**src/rtl/core/serial_packet_slave_responder_macros.svh**
```systemverilog
// Assertion macros for the serial packet slave responder.
// Included by the files that carry concurrent assertions; no other dependency.
`ifndef SERIAL_PACKET_SLAVE_RESPONDER_MACROS_SVH
`define SERIAL_PACKET_SLAVE_RESPONDER_MACROS_SVH

// Same-cycle implication, checked outside reset.
`define SPSR_ASSERT_NOW(lbl, clk, rst_n, ante, cons, msg) \
	lbl: assert property (@(posedge clk) disable iff (!rst_n) (ante) |-> (cons)) \
		else $error(msg);

// Next-cycle implication, checked outside reset.
`define SPSR_ASSERT_NEXT(lbl, clk, rst_n, ante, cons, msg) \
	lbl: assert property (@(posedge clk) disable iff (!rst_n) (ante) |=> (cons)) \
		else $error(msg);

`endif

```
**src/rtl/core/spsr_pkg.sv**
```systemverilog
// Shared types and constants of the serial packet slave responder.
// No dependencies; used by every RTL module and by the testbench.
package spsr_pkg;

	// Configuration register indexes
	typedef enum logic [1:0] {
		REG_OWN_ADDRESS   = 2'd0,
		REG_SERIAL_NUMBER = 2'd1,
		REG_TIMEOUT_TICKS = 2'd2,
		REG_UNUSED        = 2'd3
	} spsr_reg_t;

	// Configuration reset values
	localparam logic [7:0]  OWN_ADDRESS_RST   = 8'h02;
	localparam logic [31:0] SERIAL_NUMBER_RST = 32'h1122_3344;
	localparam logic [7:0]  TIMEOUT_TICKS_RST = 8'd15;

	// Command codes (second payload byte, first must be zero)
	localparam logic [7:0] CMD_PREFIX = 8'h00;
	localparam logic [7:0] CMD_PING   = 8'h00;
	localparam logic [7:0] CMD_STATUS = 8'h01;
	localparam logic [7:0] CMD_INPUT  = 8'h02;

	// Length codes placed in the reply header
	localparam logic [7:0] LEN_PING   = 8'h05;
	localparam logic [7:0] LEN_STATUS = 8'h03;
	localparam logic [7:0] LEN_INPUT  = 8'h02;

	localparam logic [7:0] IDLE_MAX = 8'hFF;

	typedef enum logic [1:0] {
		KIND_PING   = 2'd0,
		KIND_STATUS = 2'd1,
		KIND_INPUT  = 2'd2
	} spsr_kind_t;

	// Channel payloads
	typedef struct packed {
		logic       func;
		logic [7:0] rx_byte;
		logic       pin_level;
	} spsr_in_t;

	typedef struct packed {
		logic [7:0] tx_byte;
		logic       last_byte;
	} spsr_out_t;

	typedef struct packed {
		logic [1:0]  index;
		logic [31:0] data;
	} spsr_cfg_t;

	// Reply descriptor handed from the parser to the serializer
	typedef struct packed {
		logic [7:0]  sender;
		logic [7:0]  own;
		spsr_kind_t  kind;
		logic [31:0] data;
	} spsr_reply_t;

	// Parser settings taken from the configuration registers
	typedef struct packed {
		logic [7:0]  own_address;
		logic [31:0] serial_number;
		logic [7:0]  timeout_ticks;
	} spsr_settings_t;

endpackage

```
**src/rtl/core/spsr_chan_if.sv**
```systemverilog
// Valid/ready channel carrying one payload type per beat.
// Payload types come from spsr_pkg.
interface spsr_chan_if #(
	parameter type payload_t = logic
);
	logic     valid;
	logic     ready;
	payload_t payload;

	modport source (output valid, output payload, input ready);
	modport sink (input valid, input payload, output ready);
endinterface

```
**src/rtl/core/spsr_front.sv**
```systemverilog
// Packet parser: takes received bytes and ticks, tracks framing, checksum,
// counters and timeouts, and pushes a reply descriptor. Depends on spsr_pkg.
module spsr_front
	import spsr_pkg::*;
(
	input  logic           clk,
	input  logic           arst_n,
	spsr_chan_if.sink      req,
	input  spsr_settings_t settings,
	output logic           push_valid,
	output spsr_reply_t    push_data,
	input  logic           push_ready
);

	typedef enum logic [1:0] {
		PH_ADDR   = 2'd0,
		PH_SENDER = 2'd1,
		PH_LEN    = 2'd2,
		PH_DATA   = 2'd3
	} phase_t;

	phase_t     phase_q;
	logic       ignore_q;
	logic [7:0] sender_q;
	logic [7:0] len_q;
	logic [7:0] count_q;
	logic [7:0] xor_q;
	logic [7:0] cmd0_q;
	logic [7:0] cmd1_q;
	logic [7:0] cec_q;
	logic [7:0] tmo_q;
	logic [7:0] idle_q;

	logic       accept;
	logic [7:0] rx_b;
	logic [7:0] xor_n;
	logic [7:0] count_n;
	logic [7:0] cmd0_n;
	logic [7:0] cmd1_n;
	logic [7:0] idle_inc;
	logic       data_end;
	logic       sum_ok;
	logic       reply_ok;
	spsr_kind_t kind;

	// Stall only when the reply queue has no room
	assign req.ready = push_ready;
	assign accept    = req.valid && req.ready;
	assign rx_b      = req.payload.rx_byte;

	// Payload byte bookkeeping
	always_comb begin
		xor_n    = xor_q ^ rx_b;
		count_n  = count_q + 8'd1;
		cmd0_n   = (count_q == 8'd0) ? rx_b : cmd0_q;
		cmd1_n   = (count_q == 8'd1) ? rx_b : cmd1_q;
		idle_inc = (idle_q == IDLE_MAX) ? idle_q : idle_q + 8'd1;
		data_end = (phase_q == PH_DATA) && !req.payload.func && (count_n >= len_q);
		sum_ok   = (xor_n == 8'h00);
	end

	// Decode the command of a finishing packet
	always_comb begin
		kind     = KIND_PING;
		reply_ok = 1'b0;
		if (!ignore_q && sum_ok && (len_q >= 8'd2) && (cmd0_n == CMD_PREFIX)) begin
			case (cmd1_n)
				CMD_PING: begin
					kind     = KIND_PING;
					reply_ok = 1'b1;
				end
				CMD_STATUS: begin
					kind     = KIND_STATUS;
					reply_ok = 1'b1;
				end
				CMD_INPUT: begin
					kind     = KIND_INPUT;
					reply_ok = 1'b1;
				end
				default: begin
					reply_ok = 1'b0;
				end
			endcase
		end
	end

	// Build the descriptor for the queue
	always_comb begin
		push_valid       = accept && data_end && reply_ok;
		push_data.sender = sender_q;
		push_data.own    = settings.own_address;
		push_data.kind   = kind;
		case (kind)
			KIND_PING:   push_data.data = settings.serial_number;
			KIND_STATUS: push_data.data = {cec_q, tmo_q, 16'h0000};
			KIND_INPUT:  push_data.data = {7'd0, req.payload.pin_level, 24'h000000};
			default:     push_data.data = 32'h0000_0000;
		endcase
	end

	// Advance the framing state on each accepted beat
	always_ff @(posedge clk or negedge arst_n) begin
		if (!arst_n) begin
			phase_q  <= PH_ADDR;
			ignore_q <= 1'b0;
			sender_q <= 8'h00;
			len_q    <= 8'h00;
			count_q  <= 8'h00;
			xor_q    <= 8'h00;
			cmd0_q   <= 8'h00;
			cmd1_q   <= 8'h00;
			cec_q    <= 8'h00;
			tmo_q    <= 8'h00;
			idle_q   <= 8'h00;
		end else if (accept) begin
			if (req.payload.func) begin
				// Tick: count idle time, drop the packet on timeout
				if (phase_q != PH_ADDR) begin
					if (idle_inc > settings.timeout_ticks) begin
						tmo_q    <= tmo_q + 8'd1;
						phase_q  <= PH_ADDR;
						ignore_q <= 1'b0;
						sender_q <= 8'h00;
						len_q    <= 8'h00;
						count_q  <= 8'h00;
						xor_q    <= 8'h00;
						cmd0_q   <= 8'h00;
						cmd1_q   <= 8'h00;
						idle_q   <= 8'h00;
					end else begin
						idle_q <= idle_inc;
					end
				end
			end else begin
				idle_q <= 8'h00;
				case (phase_q)
					PH_ADDR: begin
						ignore_q <= (rx_b != settings.own_address);
						xor_q    <= rx_b;
						phase_q  <= PH_SENDER;
					end
					PH_SENDER: begin
						sender_q <= rx_b;
						xor_q    <= xor_n;
						phase_q  <= PH_LEN;
					end
					PH_LEN: begin
						if (rx_b == 8'h00) begin
							phase_q  <= PH_ADDR;
							ignore_q <= 1'b0;
							sender_q <= 8'h00;
							len_q    <= 8'h00;
							count_q  <= 8'h00;
							xor_q    <= 8'h00;
							cmd0_q   <= 8'h00;
							cmd1_q   <= 8'h00;
						end else begin
							len_q   <= rx_b;
							xor_q   <= xor_n;
							count_q <= 8'h00;
							phase_q <= PH_DATA;
						end
					end
					default: begin
						if (data_end) begin
							if (!ignore_q && !sum_ok) begin
								cec_q <= cec_q + 8'd1;
							end
							phase_q  <= PH_ADDR;
							ignore_q <= 1'b0;
							sender_q <= 8'h00;
							len_q    <= 8'h00;
							count_q  <= 8'h00;
							xor_q    <= 8'h00;
							cmd0_q   <= 8'h00;
							cmd1_q   <= 8'h00;
						end else begin
							xor_q   <= xor_n;
							count_q <= count_n;
							cmd0_q  <= cmd0_n;
							cmd1_q  <= cmd1_n;
						end
					end
				endcase
			end
		end
	end

endmodule

```
**src/rtl/core/spsr_queue.sv**
```systemverilog
// Small register queue of reply descriptors between parser and serializer.
// Depends on spsr_pkg for the descriptor type.
module spsr_queue
	import spsr_pkg::*;
#(
	parameter int DEPTH = 2
) (
	input  logic        clk,
	input  logic        arst_n,
	input  logic        push_valid,
	input  spsr_reply_t push_data,
	output logic        push_ready,
	output logic        pop_valid,
	output spsr_reply_t pop_data,
	input  logic        pop_ready
);

	localparam int PTR_W = (DEPTH > 1) ? $clog2(DEPTH) : 1;
	localparam int CNT_W = $clog2(DEPTH + 1);
	localparam logic [PTR_W-1:0] PTR_LAST = PTR_W'(DEPTH - 1);
	localparam logic [CNT_W-1:0] CNT_FULL = CNT_W'(DEPTH);

	spsr_reply_t      slot_q [DEPTH];
	logic [PTR_W-1:0] wr_ptr_q;
	logic [PTR_W-1:0] rd_ptr_q;
	logic [CNT_W-1:0] level_q;
	logic             do_push;
	logic             do_pop;

	assign push_ready = (level_q != CNT_FULL);
	assign pop_valid  = (level_q != '0);
	assign pop_data   = slot_q[rd_ptr_q];
	assign do_push    = push_valid && push_ready;
	assign do_pop     = pop_valid && pop_ready;

	// Store the descriptor
	always_ff @(posedge clk) begin
		if (do_push) begin
			slot_q[wr_ptr_q] <= push_data;
		end
	end

	// Advance pointers and fill level
	always_ff @(posedge clk or negedge arst_n) begin
		if (!arst_n) begin
			wr_ptr_q <= '0;
			rd_ptr_q <= '0;
			level_q  <= '0;
		end else begin
			if (do_push) begin
				wr_ptr_q <= (wr_ptr_q == PTR_LAST) ? '0 : wr_ptr_q + PTR_W'(1);
			end
			if (do_pop) begin
				rd_ptr_q <= (rd_ptr_q == PTR_LAST) ? '0 : rd_ptr_q + PTR_W'(1);
			end
			if (do_push && !do_pop) begin
				level_q <= level_q + CNT_W'(1);
			end else if (do_pop && !do_push) begin
				level_q <= level_q - CNT_W'(1);
			end
		end
	end

endmodule

```
**src/rtl/core/spsr_back.sv**
```systemverilog
// Reply serializer: walks one descriptor a byte per beat into an output
// register and closes with the XOR byte. Depends on spsr_pkg.
module spsr_back
	import spsr_pkg::*;
(
	input  logic        clk,
	input  logic        arst_n,
	input  logic        pop_valid,
	input  spsr_reply_t pop_data,
	output logic        pop_ready,
	spsr_chan_if.source rsp
);

	typedef enum logic {
		ST_IDLE = 1'b0,
		ST_SEND = 1'b1
	} state_t;

	state_t      state_q;
	spsr_reply_t rep_q;
	logic [2:0]  idx_q;
	logic [7:0]  xacc_q;
	logic        out_valid_q;
	logic [7:0]  out_byte_q;
	logic        out_last_q;

	logic [7:0]  cur_byte;
	logic [7:0]  code;
	logic [2:0]  last_idx;
	logic        load;
	logic        at_end;
	logic        take;

	assign rsp.valid             = out_valid_q;
	assign rsp.payload.tx_byte   = out_byte_q;
	assign rsp.payload.last_byte = out_last_q;

	// Reply header code and final index for each reply kind
	always_comb begin
		case (rep_q.kind)
			KIND_PING: begin
				code     = LEN_PING;
				last_idx = 3'd7;
			end
			KIND_STATUS: begin
				code     = LEN_STATUS;
				last_idx = 3'd5;
			end
			KIND_INPUT: begin
				code     = LEN_INPUT;
				last_idx = 3'd4;
			end
			default: begin
				code     = 8'h00;
				last_idx = 3'd4;
			end
		endcase
	end

	// Select the byte at the current position
	always_comb begin
		case (idx_q)
			3'd0:    cur_byte = rep_q.sender;
			3'd1:    cur_byte = rep_q.own;
			3'd2:    cur_byte = code;
			3'd3:    cur_byte = rep_q.data[31:24];
			3'd4:    cur_byte = rep_q.data[23:16];
			3'd5:    cur_byte = rep_q.data[15:8];
			3'd6:    cur_byte = rep_q.data[7:0];
			default: cur_byte = 8'h00;
		endcase
	end

	assign load      = (state_q == ST_SEND) && (!out_valid_q || rsp.ready);
	assign at_end    = (idx_q == last_idx);
	assign pop_ready = (state_q == ST_IDLE) || (load && at_end);
	assign take      = pop_valid && pop_ready;

	// Hold state and the output register
	always_ff @(posedge clk or negedge arst_n) begin
		if (!arst_n) begin
			state_q     <= ST_IDLE;
			rep_q       <= '0;
			idx_q       <= 3'd0;
			xacc_q      <= 8'h00;
			out_valid_q <= 1'b0;
			out_byte_q  <= 8'h00;
			out_last_q  <= 1'b0;
		end else begin
			if (load) begin
				out_valid_q <= 1'b1;
				out_byte_q  <= at_end ? xacc_q : cur_byte;
				out_last_q  <= at_end;
			end else if (rsp.ready) begin
				out_valid_q <= 1'b0;
			end

			if (take) begin
				rep_q   <= pop_data;
				state_q <= ST_SEND;
				idx_q   <= 3'd0;
				xacc_q  <= 8'h00;
			end else if (load) begin
				if (at_end) begin
					state_q <= ST_IDLE;
				end else begin
					idx_q  <= idx_q + 3'd1;
					xacc_q <= xacc_q ^ cur_byte;
				end
			end
		end
	end

endmodule

```
**src/rtl/core/serial_packet_slave_responder.sv**
```systemverilog
// Top level of the serial packet slave responder: configuration registers,
// parser, reply queue and serializer. Depends on spsr_pkg, spsr_chan_if and
// the submodules spsr_front, spsr_queue and spsr_back.

// The parser takes one beat (a received byte or a millisecond tick) per clock
// and decides a reply on the last payload byte of a packet, in the same cycle.
// A reply of 5, 6 or 8 bytes passes the reply queue and the serializer's
// descriptor and output registers, going out one byte per clock while the
// receiver is ready; the queue holds QUEUE_DEPTH pending replies, and the input
// stalls only while it is full. Configuration writes are always ready and apply
// next cycle. Reset: own_address 2, serial_number 0x11223344, timeout_ticks 15.
module serial_packet_slave_responder
	import spsr_pkg::*;
#(
	parameter int QUEUE_DEPTH = 2
) (
	input  logic        clk,
	input  logic        arst_n,
	spsr_chan_if.sink   req,
	spsr_chan_if.source rsp,
	spsr_chan_if.sink   cfg
);

	spsr_settings_t settings_q;
	logic           push_valid;
	logic           push_ready;
	spsr_reply_t    push_data;
	logic           pop_valid;
	logic           pop_ready;
	spsr_reply_t    pop_data;

	// Configuration writes
	assign cfg.ready = 1'b1;

	always_ff @(posedge clk or negedge arst_n) begin
		if (!arst_n) begin
			settings_q.own_address   <= OWN_ADDRESS_RST;
			settings_q.serial_number <= SERIAL_NUMBER_RST;
			settings_q.timeout_ticks <= TIMEOUT_TICKS_RST;
		end else if (cfg.valid && cfg.ready) begin
			case (spsr_reg_t'(cfg.payload.index))
				REG_OWN_ADDRESS:   settings_q.own_address   <= cfg.payload.data[7:0];
				REG_SERIAL_NUMBER: settings_q.serial_number <= cfg.payload.data;
				REG_TIMEOUT_TICKS: settings_q.timeout_ticks <= cfg.payload.data[7:0];
				default: begin
					settings_q <= settings_q;
				end
			endcase
		end
	end

	spsr_front u_front (
		.clk        (clk),
		.arst_n     (arst_n),
		.req        (req),
		.settings   (settings_q),
		.push_valid (push_valid),
		.push_data  (push_data),
		.push_ready (push_ready)
	);

	spsr_queue #(
		.DEPTH (QUEUE_DEPTH)
	) u_queue (
		.clk        (clk),
		.arst_n     (arst_n),
		.push_valid (push_valid),
		.push_data  (push_data),
		.push_ready (push_ready),
		.pop_valid  (pop_valid),
		.pop_data   (pop_data),
		.pop_ready  (pop_ready)
	);

	spsr_back u_back (
		.clk       (clk),
		.arst_n    (arst_n),
		.pop_valid (pop_valid),
		.pop_data  (pop_data),
		.pop_ready (pop_ready),
		.rsp       (rsp)
	);

`include "serial_packet_slave_responder_macros.svh"

	// A full queue must hold off the input side
	`SPSR_ASSERT_NOW(a_full_stalls_input, clk, arst_n, !push_ready, !req.ready, "input accepted with reply queue full")
	// A descriptor is never offered into a full queue
	`SPSR_ASSERT_NOW(a_no_push_when_full, clk, arst_n, push_valid, push_ready, "reply pushed into full queue")
	// Hold the reply beat while the receiver stalls
	`SPSR_ASSERT_NEXT(a_hold_while_stalled, clk, arst_n, rsp.valid && !rsp.ready, rsp.valid && $stable(rsp.payload), "reply beat changed while stalled")

endmodule

```
**src/flat_wrapper.sv**
```systemverilog
// flat-port wrapper written by rule: the top's interface ports become plain ports
module serial_packet_slave_responder_flat import spsr_pkg::*;
#(
	parameter int QUEUE_DEPTH = 2
)
  (clk, arst_n, req_valid, req_payload, req_ready, rsp_valid, rsp_payload, rsp_ready, cfg_valid, cfg_payload, cfg_ready);
  spsr_chan_if #(.payload_t(spsr_in_t)) req_i ();
  spsr_chan_if #(.payload_t(spsr_out_t)) rsp_i ();
  spsr_chan_if #(.payload_t(spsr_cfg_t)) cfg_i ();
  input  logic clk;
  input  logic arst_n;
  input wire logic [$bits(req_i.valid)-1:0] req_valid;
  input wire logic [$bits(req_i.payload)-1:0] req_payload;
  output wire logic [$bits(req_i.ready)-1:0] req_ready;
  output wire logic [$bits(rsp_i.valid)-1:0] rsp_valid;
  output wire logic [$bits(rsp_i.payload)-1:0] rsp_payload;
  input wire logic [$bits(rsp_i.ready)-1:0] rsp_ready;
  input wire logic [$bits(cfg_i.valid)-1:0] cfg_valid;
  input wire logic [$bits(cfg_i.payload)-1:0] cfg_payload;
  output wire logic [$bits(cfg_i.ready)-1:0] cfg_ready;
  assign req_i.valid = req_valid;
  assign req_i.payload = req_payload;
  assign req_ready = req_i.ready;
  assign rsp_valid = rsp_i.valid;
  assign rsp_payload = rsp_i.payload;
  assign rsp_i.ready = rsp_ready;
  assign cfg_i.valid = cfg_valid;
  assign cfg_i.payload = cfg_payload;
  assign cfg_ready = cfg_i.ready;
  serial_packet_slave_responder #(.QUEUE_DEPTH(QUEUE_DEPTH)) u_core (.clk(clk), .arst_n(arst_n), .req(req_i), .rsp(rsp_i), .cfg(cfg_i));
endmodule
```
**config.mk**
```make
export PLATFORM = sky130hd
export DESIGN_NAME = serial_packet_slave_responder_flat
export DESIGN_NICKNAME = d
export VERILOG_FILES = /design/src/rtl/core/spsr_pkg.sv /design/src/rtl/core/spsr_chan_if.sv /design/src/rtl/core/spsr_front.sv /design/src/rtl/core/spsr_queue.sv /design/src/rtl/core/spsr_back.sv /design/src/rtl/core/serial_packet_slave_responder.sv /design/src/flat_wrapper.sv
export VERILOG_INCLUDE_DIRS = /design/src /design/src/rtl/core
export SDC_FILE = /design/constraint.sdc
export NUM_CORES = 1
export LEC_CHECK = 0
export ABC_AREA = 1
export BUFFER_PORTS_ARGS = -buffer_cell sky130_fd_sc_hd__buf_2
export CORE_ASPECT_RATIO = 0.6
export CORE_UTILIZATION = 50
export CTS_BUF_LIST = sky130_fd_sc_hd__clkbuf_4 sky130_fd_sc_hd__clkbuf_8 sky130_fd_sc_hd__clkbuf_16
export CTS_CLUSTER_SIZE = 28
export DETAILED_ROUTE_END_ITERATION = 8
export PLACE_DENSITY = 0.67
export SETUP_SLACK_MARGIN = 0.5
export SYNTH_ARGS = -nofsm -noshare
export SYNTH_HDL_FRONTEND = slang
export SYNTH_HIERARCHICAL = 1
export SYNTH_SLANG_ARGS = --single-unit
```
**constraint.sdc**
```tcl
create_clock -name clk -period 7.45 [get_ports clk]
set_input_delay 1.49 -clock clk [delete_from_list [all_inputs] [get_ports clk]]
set_output_delay 1.49 -clock clk [all_outputs]
set_load 0.1 [all_outputs]
```
# ---- Word level (Yosys, flattened, before mapping)
# Memories as Yosys holds them, arrays and structs flattened. A register that Yosys moved wholly into a read port is not among the register bits.
# Index checks and enable logic that the tools add are counted.
dict set report classes {
  add_sub_neg 9
  order_cmp 3
  bitwise_logic 5
  n_eq_ne 29
  muxes 66
  n_reduce_logical 62
}
# op n
set op_table {}
lappend op_table {{two-way mux 8 bit} 26}
lappend op_table {{case mux 32 bit (3 select lines)} 1}
lappend op_table {{case mux 8 bit (2 select lines)} 4}
lappend op_table {{case mux 8 bit (7 select lines)} 1}
lappend op_table {{case mux 8 bit (3 select lines)} 2}
lappend op_table {{logical NOT 8 bit} 5}
lappend op_table {{adder 8 x 1 -> 8 bit, second input constant} 4}
lappend op_table {{== test 8 x 1 -> 1 bit, second input constant} 2}
lappend op_table {{two-way mux 1 bit} 16}
lappend op_table {{two-way mux 2 bit} 8}
lappend op_table {{XOR 8 bit} 2}
lappend op_table {{logical AND 1 bit} 15}
lappend op_table {{AND reduction 5 bit} 3}
lappend op_table {{AND reduction 2 bit} 6}
lappend op_table {{AND reduction 4 bit} 3}
lappend op_table {{AND reduction 6 bit} 2}
lappend op_table {{nonzero test 2 bit} 6}
lappend op_table {{== test 2 bit, second input constant} 5}
lappend op_table {{== test 3 bit, second input constant} 3}
lappend op_table {{two-way mux 3 bit} 3}
lappend op_table {{case mux 3 bit (3 select lines)} 1}
lappend op_table {{== test 2 x 1 -> 1 bit, second input constant} 4}
lappend op_table {{== test 8 x 2 -> 1 bit, second input constant} 1}
lappend op_table {{== test 8 bit, second input constant} 1}
lappend op_table {{other kinds (28)} 50}
dict set report totals {
  regBits 149
  elab_cells 198
  input_bits 49
  memories 1
  mem_bits_rw 100
  output_inout_bits 12
}
# name depth width read_ports rd_ports_with_merged_regs write_ports line_no
set memory_table {}
lappend memory_table {u_core.u_queue.slot_q 2 50 1 1 1 spsr_queue.sv:23} ;# spsr_reply_t slot_q [DEPTH];

# ---- Longest topological paths before layout
dict set report depth {
  ltp_word 12
  mapped_depth 22
  depth_no_buf 22
}

# ---- Cells and area by module
# Netlist, hierarchy kept.
# module cells_per_inst instances seq_area_each_um2 area_per_inst_um2
set modules_own_cells {}
lappend modules_own_cells {spsr_front 764 1 1876.8 5265.0}
lappend modules_own_cells {spsr_queue 290 1 3103.0 3975.1}
lappend modules_own_cells {spsr_back 460 1 1801.7 3525.9}
lappend modules_own_cells {serial_packet_slave_responder 217 1 1219.9 2089.5}

# ---- Worst setup path after synthesis
# OpenSTA, ideal clock, no wires.
dict set report synth_timing {
  path_kind {input port to flip-flop}
  start {input req_payload[6]}
  end {memory u_core/u_queue/slot_q[0][0] (netlist bit) (enable)}
  cell_stages 11
  setup_ns 0.458
  t_arrival_ns 4.789
  setup_slack_ns 2.204
  t_required_ns 6.992
  n_path_buf 1
  path_cell_list {clkbuf_1 -> xnor2_1 -> nand2_1 -> nor2_1 -> nand2_1 -> nor2_1 -> nand2_1 -> nor2_4 -> and3_1 -> nand2_2 -> nor2_1}
}
dict set report synth_between {
  elab_chain_cells 10
  word_cells_on_any_way 18
  classes_between {eq/ne: 2; mux: 6; bitwise: 1; reduce/logical: 9}
}
# element line_no
set synth_rtl {}
lappend synth_rtl {{start, declared} flat_wrapper.sv:13} ;# input wire logic [$bits(req_i.payload)-1:0] req_payload;
lappend synth_rtl {{parallel branches: the longest is 5 deep, another holds two-way mux 8 bit} --}
lappend synth_rtl {{two-way mux 1 bit *} spsr_front.sv:66} ;# if (!ignore_q && sum_ok && (len_q >= 8'd2) && (cmd0_n == CMD_PREFIX)) begin
lappend synth_rtl {{logical AND 1 bit *} spsr_front.sv:89} ;# push_valid = accept && data_end && reply_ok;
lappend synth_rtl {{net u_core.push_valid} serial_packet_slave_responder.sv:25} ;# logic push_valid;
lappend synth_rtl {{logical AND 1 bit *} spsr_queue.sv:33} ;# assign do_push = push_valid && push_ready;
lappend synth_rtl {{two-way mux 1 bit *} spsr_queue.sv:38} ;# if (do_push) begin
lappend synth_rtl {{two-way mux 1 bit (not written as such) *} spsr_queue.sv:39} ;# slot_q[wr_ptr_q] <= push_data;
lappend synth_rtl {{end, declared} spsr_queue.sv:23}
# Mark *: on every way through the listed nets, which the timed path passes.

# ---- Worst setup path in the final report
dict set report layout_timing {
  start {register u_core.u_front.idle_q[1]}
  end {register u_core.u_front.cmd0_q[3]}
}
dict set report layout_between {
  elab_chain_cells 5
  word_cells_on_any_way 6
  classes_between {add/sub: 1; order compare: 1; eq/ne: 2; mux: 1; reduce/logical: 1}
}
# element line_no
set layout_rtl {}
lappend layout_rtl {{start, declared} spsr_front.sv:32} ;# logic [7:0] idle_q;
lappend layout_rtl {{start signal, assigned} spsr_front.sv:131} ;# idle_q <= idle_inc;
lappend layout_rtl {{adder 8 x 1 -> 8 bit / == test 8 bit (equally long branches)} spsr_front.sv:57} ;# idle_inc = (idle_q == IDLE_MAX) ? idle_q : idle_q + 8'd1;
lappend layout_rtl {{two-way mux 8 bit *} spsr_front.sv:57}
lappend layout_rtl {{> comparator 8 bit *} spsr_front.sv:119} ;# if (idle_inc > settings.timeout_ticks) begin
lappend layout_rtl {{!= test 2 x 1 -> 1 bit (no line) *} --}
lappend layout_rtl {{AND reduction 5 bit (no line) *} --}
lappend layout_rtl {{end signal, assigned} spsr_front.sv:180} ;# cmd0_q <= cmd0_n;
lappend layout_rtl {{end, declared} spsr_front.sv:28} ;# logic [7:0] cmd0_q;
# Mark *: on every way between the ends. The rest lies on a longest branch, timed or not.
# A chain may end at the register's enable or synchronous reset.

==> flow_metrics.tcl <==
set metrics [dict create \
    cp.arrival_ns 4.54 \
    cp-end-kind "flip-flop" \
    grt_pass1_wl_um 57000 \
    rsz0062_at_grt "no" \
    initial_core_util_pct 51.3 \
    rr_worst_depth 19 \
    worst_pin_slew_ns 1.13 \
    dr.pass1.iters 5 \
    final-hold-violation-count 0 \
    yosysWarnings 6 \
    crit_start "u_core/u_front/idle_q[1]$_DFFE_PN0P_" \
    relSlewSlack_pct 24.3 \
    synthArstFlopShare_pct 66.6 \
    synthCells 1731 \
    core-area_um2 28900 \
    final_max_slew_viol_count 0 \
    grt_pass1_vias 10563 \
    ctsHoldBuffers 0 \
    yosysSeqAreaShare_pct 53.9 \
    reg2reg_to "u_core/u_front/cmd0_q[3]$_DFFE_PN0P_" \
    place_hpwl_um 24600 \
    powerDensity_nw_per_um2 359 \
    antenna_cells 0 \
    final-instance-count-excl-fill 2166 \
    cts_tree "built" \
    grt_overflow 0 \
    synth.distinct_cells 40 \
    cts_resized 0 \
    num_io_pins 61 \
    nets 1829 \
    synth_area_um2 14900 \
    r2r_slack_ns 3.36 \
    num_rows 48 \
    clk_transition_reported_paths_ns 0.07 \
    drc 0 \
    grt_max_degree 87 \
    power_leakage_nw 7.82 \
    antenna_found_initial 0 \
    cts_buffers 28 \
    cts-root-buf "clkbuf_16" \
    worstHoldPathType "flip-flop to flip-flop" \
    cts_sinks 299 \
    ys_ff_latch 299 \
    n_fill_cell 2713 \
    fin_crit_sh_pct 54.9 \
    max_cap_viol_count 0 \
    cp.required_ns 7.90 \
    gp_congestion 0.910 \
    area_delta_synth_final_pct 8.57 \
    crit_path_max_fanout 32 \
    die_height_um 136 \
    wl_um 35300 \
    setup_viol 0 \
    yosys_most_used_dff "dfrtp_1" \
    syn-num-nets 1816 \
    grt_usage_pct 23.9 \
    drive_gt1_share_pct 11.2 \
    viasPerCell 5.27 \
    fmax_mhz 245 \
    fin_crit_ns 4.09 \
    dpl.cell_count 2114 \
    wl_per_cell_um 16.3 \
    ir_drop_v 0.000171 \
    cts_buffer_depth 3 \
    syn_area_per_cell_um2 8.58 \
    die_x_um 225 \
    vias 11414 \
    status "completed" \
    critPathCapture "u_core/u_front/cmd0_q[3]$_DFFE_PN0P_" \
    post_cts_buffers 0 \
    drt_iter0_drc 1149 \
    die_area_um2 30400 \
    worstSetupPathType "flip-flop to flip-flop" \
    clk_latency_ns 0.55 \
    r2r-start "u_core/u_front/idle_q[1]$_DFFE_PN0P_" \
    cts_htree_levels 1 \
    start_kind "flip-flop" \
    synth_edf_count 100 \
    final_antenna_net_count 0 \
    final.setup.tns_ns 0 \
    io_buffers 59 \
    clock_skew_ns 0.00876 \
]
-- metal layers --
| layer | vias up | part of all wire [%] | wire [µm] | GRT usage (%) |
|---|---|---|---|---|
| met3 | 40 | 7.2 | 2550 | 4.84 |
| met5 | - | 0 | 0 | 0 |
| met2 | 349 | 40 | 14000 | 32.5 |
| met4 | 0 | 1.4 | 501 | 3.97 |
| met1 | 5446 | 52 | 18200 | 39.2 |
| li1 | 5579 | - | - | - |
-- worst min-delay path by stage --
stage	from	endpoint	slack, ns	cells after the start
4_1_cts	u_core/settings_q[17]$_DFFE_PN1P_	u_core/settings_q[17]$_DFFE_PN1P_	0.46	2
3_3_place_gp	u_core/settings_q[32]$_DFFE_PN1P_	u_core/settings_q[32]$_DFFE_PN1P_	0.45	2
2_1_floorplan	u_core/u_front/tmo_q[6]$_DFFE_PN0P_	u_core/u_front/tmo_q[6]$_DFFE_PN0P_	0.44	2
5_1_grt	u_core/settings_q[2]$_DFFE_PN1P_	u_core/settings_q[2]$_DFFE_PN1P_	0.49	2
6_report	u_core/settings_q[17]$_DFFE_PN1P_	u_core/settings_q[17]$_DFFE_PN1P_	0.46	2
3_5_place_dp	u_core/settings_q[17]$_DFFE_PN1P_	u_core/settings_q[17]$_DFFE_PN1P_	0.45	2
-- cell usage after synthesis, types with 26 or more instances --
master / number / area (µm²)
a21oi_1: 26 / 130
dfrtp_1: 184 / 4600
edfxtp_1: 100 / 3000
ha_1: 36 / 450
inv_1: 130 / 488
nand2_1: 695 / 2610
nand2_2: 33 / 206
nand3_1: 108 / 541
nand4_1: 54 / 338
nor2_1: 83 / 312
o21ai_0: 76 / 380
-- sequential cells by signal (all words and copies together) (netlist names), 2 cells and up --
register,cells
u_core/u_queue/slot_q,100
u_core/u_back/rep_q,50
u_core/settings_q,48
u_core/u_back/out_byte_q,8
u_core/u_back/xacc_q,8
u_core/u_front/cec_q,8
u_core/u_front/cmd0_q,8
u_core/u_front/cmd1_q,8
u_core/u_front/count_q,8
u_core/u_front/idle_q,8
u_core/u_front/len_q,8
u_core/u_front/sender_q,8
u_core/u_front/tmo_q,8
u_core/u_front/xor_q,8
u_core/u_back/idx_q,3
u_core/u_front/phase_q,2
u_core/u_queue/level_q,2
-- critical path, cell delays in order (launching register included) --
cell and delay, ns:
dfrtp_1 0.37, ha_1 0.18, nand2_1 0.05, inv_1 0.07, nand2_1 0.11, nor3_1 0.20, nand2_1 0.21, nand4_1 0.15
xor2_1 0.22, inv_1 0.07, ha_1 0.29, a21oi_1 0.06, o21a_1 0.17, nand2_1 0.06, nand2_1 0.10, nand2_2 0.16
nand2_2 0.17, nor2_1 0.30, nand2_1 0.61, o21ai_0 0.40
-- cell type report --
class                      instances  area, µm²  area share [%]
clock buffer                      31        764            4.74
clock inverter                    21        236            1.47
inverter                         142        542            3.36
multi-input combinational       1207       5730            35.5
sequential                       299       8000            49.6
tap                              400        500            3.10
timing repair buffer              66        357            2.21
-- report_power, final --
| group | switching (mW) | internal [mW] | total (mW) |
|---|---|---|---|
| logic | 1.38 | 0.564 | 1.94 |
| clock network | 0.650 | 0.886 | 1.54 |
| registers | 0.264 | 2.04 | 2.30 |
| total | 2.30 | 3.49 | 5.78 |
-- layout by cell type, fill, tap and decap left out, types with 15 or more instances in the layout --
cell type,count
nand2_1,695
dfrtp_1,184
inv_1,130
nand3_1,108
edfxtp_1,100
nor2_1,81
o21ai_0,76
buf_2,58
nand4_1,54
ha_1,36
nand2_2,33
clkbuf_16,30
a21oi_1,26
xor2_1,19
dfstp_2,15
o21ai_1,15
-- cell families after synthesis --
family,Yosys count,synth area share [%]
AOI/OAI and AO/OA,134,4.79
xor gates and xnor gates,33,1.95
adders and majority gates,36,3.03
buffers and inverters,225,7.68
DFF,299,53.9
other,1,0.0252
and+or+nand+nor,1003,28.7
-- metrics by stage --
step	power (mW)	hold slack (ns)	cell area (µm²)	utilization [%]	setup slack, ns
floorplan	3.81	0.441	14900	-	2.20
global placement	4.21	0.453	15100	52.3	3.40
detailed placement	4.25	0.453	15100	52.3	3.32
CTS	5.81	0.464	16100	55.7	3.45
global route	6.17	0.487	16100	55.7	2.94
finish	5.78	0.464	16100	55.7	3.36
Power figures use the tool's default switching activity.
